File: config.mk
export PLATFORM = sky130hd
export DESIGN_NAME = stable_heading_zero_and_wrap
export DESIGN_NICKNAME = d
export VERILOG_FILES = /design/src/hdl/shzw_pkg.sv /design/src/hdl/stable_heading_zero_and_wrap.sv
export SDC_FILE = /design/constraint.sdc
export NUM_CORES = 1
export LEC_CHECK = 0
export BUFFER_PORTS_ARGS = -buffer_cell sky130_fd_sc_hd__buf_2
export CORE_AREA = 3 3 174 176
export CTS_BUF_LIST = sky130_fd_sc_hd__clkbuf_4
export CTS_CLUSTER_DIAMETER = 150
export CTS_CLUSTER_SIZE = 14
export DETAILED_ROUTE_END_ITERATION = 16
export DIE_AREA = 0 0 177 179
export SETUP_SLACK_MARGIN = 0.02
export SYNTH_ARGS = -nofsm -noshare
export SYNTH_HDL_FRONTEND = slang
export SYNTH_SLANG_ARGS = --single-unit
File: constraint.sdc
create_clock -name clk -period 12.2 [get_ports clk]
set_input_delay 1.22 -clock clk [delete_from_list [all_inputs] [get_ports clk]]
set_output_delay 1.22 -clock clk [all_outputs]
set_load 0.01 [all_outputs]
File: src/hdl/shzw_pkg.sv
// Package for the stable heading zero-and-wrap block: widths, codes and constants.
`timescale 1ns / 1ps

package shzw_pkg;

  // Field widths
  localparam int unsigned YawW    = 16;
  localparam int unsigned ValueW  = 17;
  localparam int unsigned KindW   = 2;
  localparam int unsigned LenW    = 11;
  localparam int unsigned PosW    = 10;
  localparam int unsigned CfgIdxW = 2;
  localparam int unsigned CfgW    = 16;
  localparam int unsigned OutDataW = 24;

  // Angle limits in hundredths of a degree
  localparam logic signed [YawW-1:0]   YawLimit    = 16'sd18000;
  localparam logic signed [ValueW-1:0] YawLimitV   = 17'sd18000;
  localparam logic signed [ValueW-1:0] FullTurnV   = 17'sd36000;

  // Window length limits and register reset values
  localparam logic [LenW-1:0] MaxWindow       = 11'd1024;
  localparam logic [LenW-1:0] ResetWindow     = 11'd20;
  localparam logic [CfgW-1:0] ResetThreshold  = 16'd5;
  localparam logic [CfgW-1:0] ResetTolerance  = 16'd100;

  // Report kinds
  typedef enum logic [KindW-1:0] {
    KIND_UNSTABLE = 2'd0,
    KIND_CAL_DONE = 2'd1,
    KIND_HEADING  = 2'd2
  } report_kind_t;

  // Configuration register indexes
  typedef enum logic [CfgIdxW-1:0] {
    CFG_WINDOW_LENGTH    = 2'd0,
    CFG_STABLE_THRESHOLD = 2'd1,
    CFG_SETTLE_TOLERANCE = 2'd2,
    CFG_UNUSED           = 2'd3
  } cfg_index_t;

endpackage

File: src/hdl/stable_heading_zero_and_wrap.sv
// Top level of the stable heading zero-and-wrap block.
//
// Channel | Direction | Handshake          | Payload
// s_*     | in        | s_tvalid/s_tready  | s_tdata[15:0] yaw_sample
// m_*     | out       | m_tvalid/m_tready  | m_tdata[16:0] report_value, m_tuser[1:0] report_kind
// cfg_*   | in        | cfg_valid/cfg_ready| cfg_index, cfg_data
//
// One item per cycle while the output is not stalled: an item is held in the input
// register, then its result (if any) lands in the output register.
// Synchronous reset restores the register defaults and restarts calibration.
// A stalled output register holds the input register, which, once full, holds s_tready low.
`timescale 1ns / 1ps

module stable_heading_zero_and_wrap (
  input  logic        clk,
  input  logic        rst,
  input  logic        s_tvalid,
  output logic        s_tready,
  input  logic [15:0] s_tdata,    // [15:0] yaw_sample
  output logic        m_tvalid,
  input  logic        m_tready,
  output logic [23:0] m_tdata,    // [16:0] report_value, [23:17] zero
  output logic [1:0]  m_tuser,    // [1:0] report_kind
  input  logic        cfg_valid,
  output logic        cfg_ready,
  input  logic [1:0]  cfg_index,
  input  logic [15:0] cfg_data
);

  // Configuration registers
  logic [shzw_pkg::LenW-1:0] window_len;
  logic [shzw_pkg::CfgW-1:0] stable_threshold;
  logic [shzw_pkg::CfgW-1:0] settle_tolerance;

  // Input register
  logic                              in_valid;
  logic signed [shzw_pkg::YawW-1:0]  in_yaw;
  logic signed [shzw_pkg::YawW-1:0]  yaw_clamped;

  // Block state
  logic                              calibrated, calibrated_next;
  logic [shzw_pkg::PosW-1:0]         window_position, window_position_next;
  logic signed [shzw_pkg::YawW-1:0]  window_min, window_min_next;
  logic signed [shzw_pkg::YawW-1:0]  window_max, window_max_next;
  logic signed [shzw_pkg::YawW-1:0]  initial_heading, initial_heading_next;
  logic signed [shzw_pkg::YawW-1:0]  candidate_heading, candidate_heading_next;
  logic                              have_candidate, have_candidate_next;

  // Result
  logic                              res_valid;
  shzw_pkg::report_kind_t            res_kind;
  logic signed [shzw_pkg::ValueW-1:0] res_value;
  logic                              out_valid;
  shzw_pkg::report_kind_t            out_kind;
  logic signed [shzw_pkg::ValueW-1:0] out_value;

  // Datapath intermediates
  logic signed [shzw_pkg::ValueW-1:0] range_v, sum_v, mid_v, gap_v, mag_v, diff_v;
  logic [shzw_pkg::LenW-1:0]          pos_plus;
  logic                               advance;

  // Move the input register on when the output register is free or being taken
  assign advance   = in_valid && (!out_valid || m_tready);
  assign s_tready  = !in_valid || advance;
  assign cfg_ready = 1'b1;

  // Saturate the sample into the yaw range
  always_comb begin
    if ($signed(s_tdata) > shzw_pkg::YawLimit) begin
      yaw_clamped = shzw_pkg::YawLimit;
    end else if ($signed(s_tdata) < -shzw_pkg::YawLimit) begin
      yaw_clamped = -shzw_pkg::YawLimit;
    end else begin
      yaw_clamped = $signed(s_tdata);
    end
  end

  // Capture the item
  always_ff @(posedge clk) begin
    if (rst) begin
      in_valid <= 1'b0;
    end else if (s_tready) begin
      in_valid <= s_tvalid;
    end
    if (s_tready && s_tvalid) begin
      in_yaw <= yaw_clamped;
    end
  end

  // Configuration writes; store the window length already limited to 1..1024
  always_ff @(posedge clk) begin
    if (rst) begin
      window_len       <= shzw_pkg::ResetWindow;
      stable_threshold <= shzw_pkg::ResetThreshold;
      settle_tolerance <= shzw_pkg::ResetTolerance;
    end else if (cfg_valid) begin
      unique case (shzw_pkg::cfg_index_t'(cfg_index))
        shzw_pkg::CFG_WINDOW_LENGTH: begin
          if (cfg_data[shzw_pkg::LenW-1:0] == '0) begin
            window_len <= shzw_pkg::LenW'(1);
          end else if (cfg_data[shzw_pkg::LenW-1:0] > shzw_pkg::MaxWindow) begin
            window_len <= shzw_pkg::MaxWindow;
          end else begin
            window_len <= cfg_data[shzw_pkg::LenW-1:0];
          end
        end
        shzw_pkg::CFG_STABLE_THRESHOLD: stable_threshold <= cfg_data;
        shzw_pkg::CFG_SETTLE_TOLERANCE: settle_tolerance <= cfg_data;
        default: ;
      endcase
    end
  end

  // Per-item work: calibration windows, then candidate/check pairs
  always_comb begin
    calibrated_next        = calibrated;
    window_position_next   = window_position;
    window_min_next        = window_min;
    window_max_next        = window_max;
    initial_heading_next   = initial_heading;
    candidate_heading_next = candidate_heading;
    have_candidate_next    = have_candidate;
    res_valid              = 1'b0;
    res_kind               = shzw_pkg::KIND_UNSTABLE;
    res_value              = '0;
    range_v                = '0;
    sum_v                  = '0;
    mid_v                  = '0;
    gap_v                  = '0;
    mag_v                  = '0;
    diff_v                 = '0;
    pos_plus               = {1'b0, window_position} + shzw_pkg::LenW'(1);

    if (!calibrated) begin
      // Track min and max; nonzero samples only after the first
      if (window_position == '0) begin
        window_min_next = in_yaw;
        window_max_next = in_yaw;
      end else if (in_yaw != '0) begin
        if (in_yaw < window_min) window_min_next = in_yaw;
        if (in_yaw > window_max) window_max_next = in_yaw;
      end
      range_v = {window_max_next[shzw_pkg::YawW-1], window_max_next}
              - {window_min_next[shzw_pkg::YawW-1], window_min_next};
      sum_v   = {window_max_next[shzw_pkg::YawW-1], window_max_next}
              + {window_min_next[shzw_pkg::YawW-1], window_min_next};
      mid_v   = sum_v >>> 1;
      if (pos_plus >= window_len) begin
        window_position_next = '0;
        res_valid            = 1'b1;
        if ($unsigned(range_v) < {1'b0, stable_threshold}) begin
          initial_heading_next = mid_v[shzw_pkg::YawW-1:0];
          calibrated_next      = 1'b1;
          have_candidate_next  = 1'b0;
          res_kind             = shzw_pkg::KIND_CAL_DONE;
          res_value            = mid_v;
        end else begin
          res_kind  = shzw_pkg::KIND_UNSTABLE;
          res_value = range_v;
        end
      end else begin
        window_position_next = pos_plus[shzw_pkg::PosW-1:0];
      end
    end else if (!have_candidate) begin
      candidate_heading_next = in_yaw;
      have_candidate_next    = 1'b1;
    end else begin
      // Check the candidate, then wrap its offset from the initial heading
      have_candidate_next = 1'b0;
      gap_v  = {in_yaw[shzw_pkg::YawW-1], in_yaw}
             - {candidate_heading[shzw_pkg::YawW-1], candidate_heading};
      mag_v  = (gap_v < 0) ? -gap_v : gap_v;
      diff_v = {candidate_heading[shzw_pkg::YawW-1], candidate_heading}
             - {initial_heading[shzw_pkg::YawW-1], initial_heading};
      if ($unsigned(mag_v) <= {1'b0, settle_tolerance}) begin
        res_valid = 1'b1;
        res_kind  = shzw_pkg::KIND_HEADING;
        if (diff_v > shzw_pkg::YawLimitV) begin
          res_value = diff_v - shzw_pkg::FullTurnV;
        end else if (diff_v < -shzw_pkg::YawLimitV) begin
          res_value = diff_v + shzw_pkg::FullTurnV;
        end else begin
          res_value = diff_v;
        end
      end
    end
  end

  // Update state as the item leaves the input register
  always_ff @(posedge clk) begin
    if (rst) begin
      calibrated        <= 1'b0;
      window_position   <= '0;
      window_min        <= '0;
      window_max        <= '0;
      initial_heading   <= '0;
      candidate_heading <= '0;
      have_candidate    <= 1'b0;
    end else if (advance) begin
      calibrated        <= calibrated_next;
      window_position   <= window_position_next;
      window_min        <= window_min_next;
      window_max        <= window_max_next;
      initial_heading   <= initial_heading_next;
      candidate_heading <= candidate_heading_next;
      have_candidate    <= have_candidate_next;
    end
  end

  // Output register: load a new result, or drop one that was taken
  always_ff @(posedge clk) begin
    if (rst) begin
      out_valid <= 1'b0;
    end else if (advance) begin
      out_valid <= res_valid;
    end else if (m_tready) begin
      out_valid <= 1'b0;
    end
    if (advance && res_valid) begin
      out_kind  <= res_kind;
      out_value <= res_value;
    end
  end

  assign m_tvalid = out_valid;
  assign m_tdata  = {{(shzw_pkg::OutDataW - shzw_pkg::ValueW){1'b0}}, out_value};
  assign m_tuser  = out_kind;

endmodule

# --- After elaboration in Yosys (flattened, before gate mapping) ---
# Cells that the tools add are included.
word_totals:
  reg_bits: 156
op_classes:
  n_eq_ne: 2
  n_lt_le_gt_ge: 11
  reduce_logical: 22
  n_addsub: 8
  n_mux: 38
  bitwise: 2
op_table:
  columns: ["cell", "count"]
  rows:
  - ["$mux W16", 9]
  - ["$mux W17", 8]
  - ["$sub A16 B16 Y17", 3]
  - ["$mux W11", 2]
  - ["$add A16 B16 Y17", 1]
  - ["$add A17 B17 Y17 const B", 1]
  - ["$gt A17 B16 Y1 const B", 1]
  - ["$le A17 B16 Y1", 1]
  - ["$lt A17 B1 Y1 const B", 1]
  - ["$lt A17 B16 Y1", 1]
  - ["$lt A17 B16 Y1 const B", 1]
  - ["$neg A17 Y17", 1]
  - ["$sub A17 B17 Y17 const B", 1]
  - ["$gt A16 B16 Y1", 1]
  - ["$gt A16 B16 Y1 const B", 1]
  - ["$lt A16 B16 Y1", 1]
  - ["$lt A16 B16 Y1 const B", 1]
  - ["$reduce_bool A16 Y1", 1]
  - ["$mux W1", 15]
  - ["$add A10 B1 Y11 const B", 1]
  - ["$ge A11 B11 Y1", 1]
  - ["$gt A11 B11 Y1 const B", 1]
  - ["$logic_not A11 Y1", 1]
  - ["$logic_not A10 Y1", 1]
  - ["14 further kinds", 27]

# --- Longest topological paths before layout ---
logic_depth:
  ltp_word: 10
  depth_mapped: 34
  mapped_depth_nobuf: 32

# --- Worst setup path before layout ---
# OpenSTA, ideal clock, no wires.
synth_timing:
  kind: "register -> register"
  startpoint: "register in_yaw[1] in the netlist's numbering"
  endpoint: "register initial_heading[1] in the netlist's numbering"
  path_stages_with_launch: 31
  path_buffers: 2
  arrival_ns: 6.688
  period_less_slack_ns: 6.815
  setup_slack_ns: 5.385
  cell_sequence: "edfxtp_1 -> ha_1 -> a21o_1 -> a21o_1 -> a21o_1 -> a21o_1 -> a2111oi_0 -> o21a_1 -> a221oi_1 -> clkbuf_1 -> a21oi_1 -> ha_1 -> inv_1 -> fa_1 -> nor2b_1 -> o21ai_0 -> a21oi_1 -> o41a_1 -> o41ai_2 -> o211ai_1 -> xnor2_1 -> ha_1 -> a2111oi_0 -> nand2_1 -> a41oi_1 -> a211oi_1 -> a211o_1 -> nor3_1 -> buf_2 -> mux2i_1 -> nor2_1"
synth_via:
  elab_chain_len: 8
synth_rtl:
  columns: ["item", "line", "source"]
  rows:
  - ["start: declaration", "stable_heading_zero_and_wrap.sv:37", "logic signed [shzw_pkg::YawW-1:0] in_yaw;"]
  - ["start signal: assignment", "stable_heading_zero_and_wrap.sv:86", "in_yaw <= yaw_clamped;"]
  - ["$gt A16 B16 Y1 or $lt A16 B16 Y1 (tied branches)", "stable_heading_zero_and_wrap.sv:141, stable_heading_zero_and_wrap.sv:140", null]
  - ["$mux W16 (on tied branches)", "stable_heading_zero_and_wrap.sv:141, stable_heading_zero_and_wrap.sv:140", null]
  - ["$mux W16", "stable_heading_zero_and_wrap.sv:139", "end else if (in_yaw != '0) begin"]
  - ["$mux W16", "stable_heading_zero_and_wrap.sv:136", "if (window_position == '0) begin"]
  - ["$mux W16", "stable_heading_zero_and_wrap.sv:134", "if (!calibrated) begin"]
  - ["$sub A16 B16 Y17", "stable_heading_zero_and_wrap.sv:144", "- {window_min_next[shzw_pkg::YawW-1], window_min_next};"]
  - ["$lt A17 B16 Y1", "stable_heading_zero_and_wrap.sv:151", "if ($unsigned(range_v) < {1'b0, stable_threshold}) begin"]
  - ["$reduce_and A4 Y1 (no line)", null, null]
  - ["end signal: assignment", "stable_heading_zero_and_wrap.sv:204", "initial_heading <= initial_heading_next;"]
  - ["end: declaration", "stable_heading_zero_and_wrap.sv:45", "logic signed [shzw_pkg::YawW-1:0] initial_heading, initial_heading_next;"]
# Parallel ways exist; a longest one is shown, timed or not. The select of a mux whose other input is x is not followed.
# A chain may end at the register's enable or synchronous reset.

# --- Final worst setup path ---
layout_timing:
  startpoint: "register in_yaw[1] in the netlist's numbering"
  endpoint: "register initial_heading[13] in the netlist's numbering"
# Same word-level chain as after synthesis.

==> metrics.txt <==
power per standard cell area 107.9 mW/mm^2; clock latency on the worst-skew pair 580 ps; DRC Markers 0; Synth warnings 0; Max Fanout on Critical Path 23; sequential element share of the synthesized area 27.42%; number of port buffers 59; largest net degree at the start of global routing 77; Max-Slew Margin vs Limit 19.09%; Slew Viols, Final 0; RePlAce Congestion 0.9328; final setup margin 4306 ps; Comb pwr share 39.3%; nets 1803; Startpoint Class flip-flop; min cycle time layout 7894 ps; Mapped Area 0.01267 mm^2; Avg Inst Size Synth 7.956 um^2; # fillers 2890; drt pass-1 iters 5; dpl ws 4405 ps; Netlist cell types 85; first-pass GRT wire length 55.64 mm; fmax 0.1267 GHz; clk root buf clkbuf_4; remaining global-route overflow 0; Synth Instances 1592; Min-Delay Startpoint stable_threshold[1]; gr usage total 22.42%; switching part of the total power 41.17%; starting density of the core 44.01%; CP startpoint in_yaw[1]; drt first-iter violations 705; clock slew at reported path FFs 160 ps; drt via density 5.553; CTS tree yes; # hold bufs at CTS 0; status finished, final reports clean; Setup Crit Path Kind reg2reg; Psw 0.5995 mW; routed vias 11180; routed wire length per instance 17.49 um; fin util 46.90%; Leak Pwr 5.518 nW; WP data required 12650 ps; Die H 179 um; post-route ant nets 0; crit-path max cell delay 630 ps; multi-input logic area 0.008348 mm^2; final hold violation count 0; Worst Tran Pin Value 1183 ps; H-Tree Depth 4; Post-synth top flop dfxtp_1; peak supply drop 0.06310 mV; DP HPWL 27.71 mm; RSZ-0062 raised after global routing false; Seq cells post-synth 156; final wirelength 35.21 mm; Final setup viols 0; clock sink count 156; # resized after CTS 0; FF/Latch Area 0.003473 mm^2; clock skew 21.57 ps; clk buf depth 2; Post-synth EDFFs 35; worst flop-to-flop path startpoint in_yaw[1]; IO Pins 68; Syn-to-layout area delta 6.569%; Die Footprint 0.03168 mm^2; share of cells above drive strength 1 8.047%; Setup Total Neg Slack 0 ps; CP most frequent cell a21o_1; CP max-delay cell edfxtp_1; part of the cycle the worst path needs 64.71%; Critical Path AT 8340 ps; Seq pwr share 38.8%; CP Capture Type flip-flop; internal power 0.8568 mW; initial antenna violation count 1; area of the core 0.02878 mm^2; Worst Hold Class reg2reg; clock network power share 21.9%; # rows 62; vias in the first global route 10340; cts bufs inserted 17; Chip Width 177 um; commonest non-fill, non-tap cells in the layout 208 x nand2_1, 150 x inv_1, 145 x ha_1, 141 x a21oi_1, 121 x dfxtp_1; setup bufs post-CTS 0; number of max-cap violations 0; FFs w/ async S/R, synth 0%; commonest non-fill, non-tap cell in the layout nand2_1
[final cells by class]
class / count / area share [%]
Multi-Input combinational cell: 1220 / 61.85
Tap cell: 384 / 3.560
Inverter: 151 / 4.199
Antenna cell: 1 / 0.01854
Clock buffer: 17 / 0.9455
Timing Repair Buffer: 69 / 2.762
Sequential cell: 156 / 25.73
Clock inverter: 15 / 0.9362
[per-layer routing]
| layer | part of all wire, % | GRT usage (%) |
|---|---|---|
| met1 | 48 | 31.25 |
| met5 | 0 | 0 |
| met2 | 45 | 36.06 |
| met3 | 4.9 | 3.621 |
| met4 | 2.0 | 6.023 |
[cells by family (layout without fill, tap and decap cells)]
group	count (synthesis)	count (layout)	share of synthesized area [%]
and+or+nand+nor	508	508	18.52
AOI/OAI and AO/OA	430	430	22.74
buffers and inverters	222	252	7.014
DFF	156	156	27.42
adders and majority gates	150	150	15.04
xor gates and xnor gates	79	79	5.641
muxes	45	45	3.566
other	2	9	0.05929
[critical path, delay by kind of cell (launching register included)]
family | cells | cell delay, ps
compound gates | 17 | 4020
fa+ha+maj | 4 | 1270
xor+xnor | 1 | 280
simple gates | 4 | 460
buf+inv | 4 | 830
mux | 1 | 230
flops | 1 | 630
[flip-flops by register name, summed over array words and instances (netlist names), 10 cells and up]
register,flops
settle_tolerance,16
out_value,17
initial_heading,16
stable_threshold,16
window_position,10
window_min,16
candidate_heading,16
in_yaw,16
window_len,11
window_max,16
[path summary, 6_finish.rpt]
kind	to	slack, ps	cells past startpoint
max reg2reg	initial_heading[13]	4310	31
max	initial_heading[13]	4310	31
min reg2reg	stable_threshold[1]	460	2
min	stable_threshold[1]	460	2
[power by group through the flow]
stage          registers (mW)  clock network (mW)  logic [mW]
3_5_place_dp            0.576                   0       0.563
5_1_grt                 0.568               0.349       0.633
2_1_floorplan           0.569                   0       0.419
3_3_place_gp            0.575                   0       0.556
4_1_cts                 0.565               0.329       0.567
6_report                0.565               0.319       0.573
[cells in the mapped netlist (all sizes together) (7+ instances only)]
master   count  share of area, %
and3        16              0.79
xnor2       49               3.6
nor4        15              0.74
a211oi      19               1.2
and2        12              0.59
nand3b      13              0.77
mux2i       44               3.5
a2111oi      9              0.78
xor2        30               2.1
inv        151               4.5
or3          7              0.35
nor2b       19              0.94
a22o        17               1.2
a31oi        7              0.35
ha         145                14
nand3       18              0.71
nor3b        8              0.47
o211ai      10              0.59
a211o        7              0.48
a21o        24               1.4
nor3        31               1.2
nand2b      17              0.84
edfxtp      35               8.3
nand2      208               6.2
dfxtp      121                19
nor2       121               3.6
o22ai       11              0.54
a22oi       18               1.1
o21bai       8              0.50
o2bb2ai      8              0.55
buf         22               1.1
clkbuf      49               1.5
o21a        22               1.3
a21oi      141               5.6
o21ai       76               3.0
nand4        7              0.35
[through the flow]
step	cell area (um^2)	power (mW)	std cells	hold slack (ps)
floorplan	12690	0.9873	1598	436.3
global placement	13240	1.131	1980	443.0
detailed placement	13240	1.139	1980	447.5
CTS	13500	1.460	2012	467.0
global route	13500	1.549	2013	483.4
finish	13500	1.456	2013	464.9
Power figures use the tool's default switching activity.
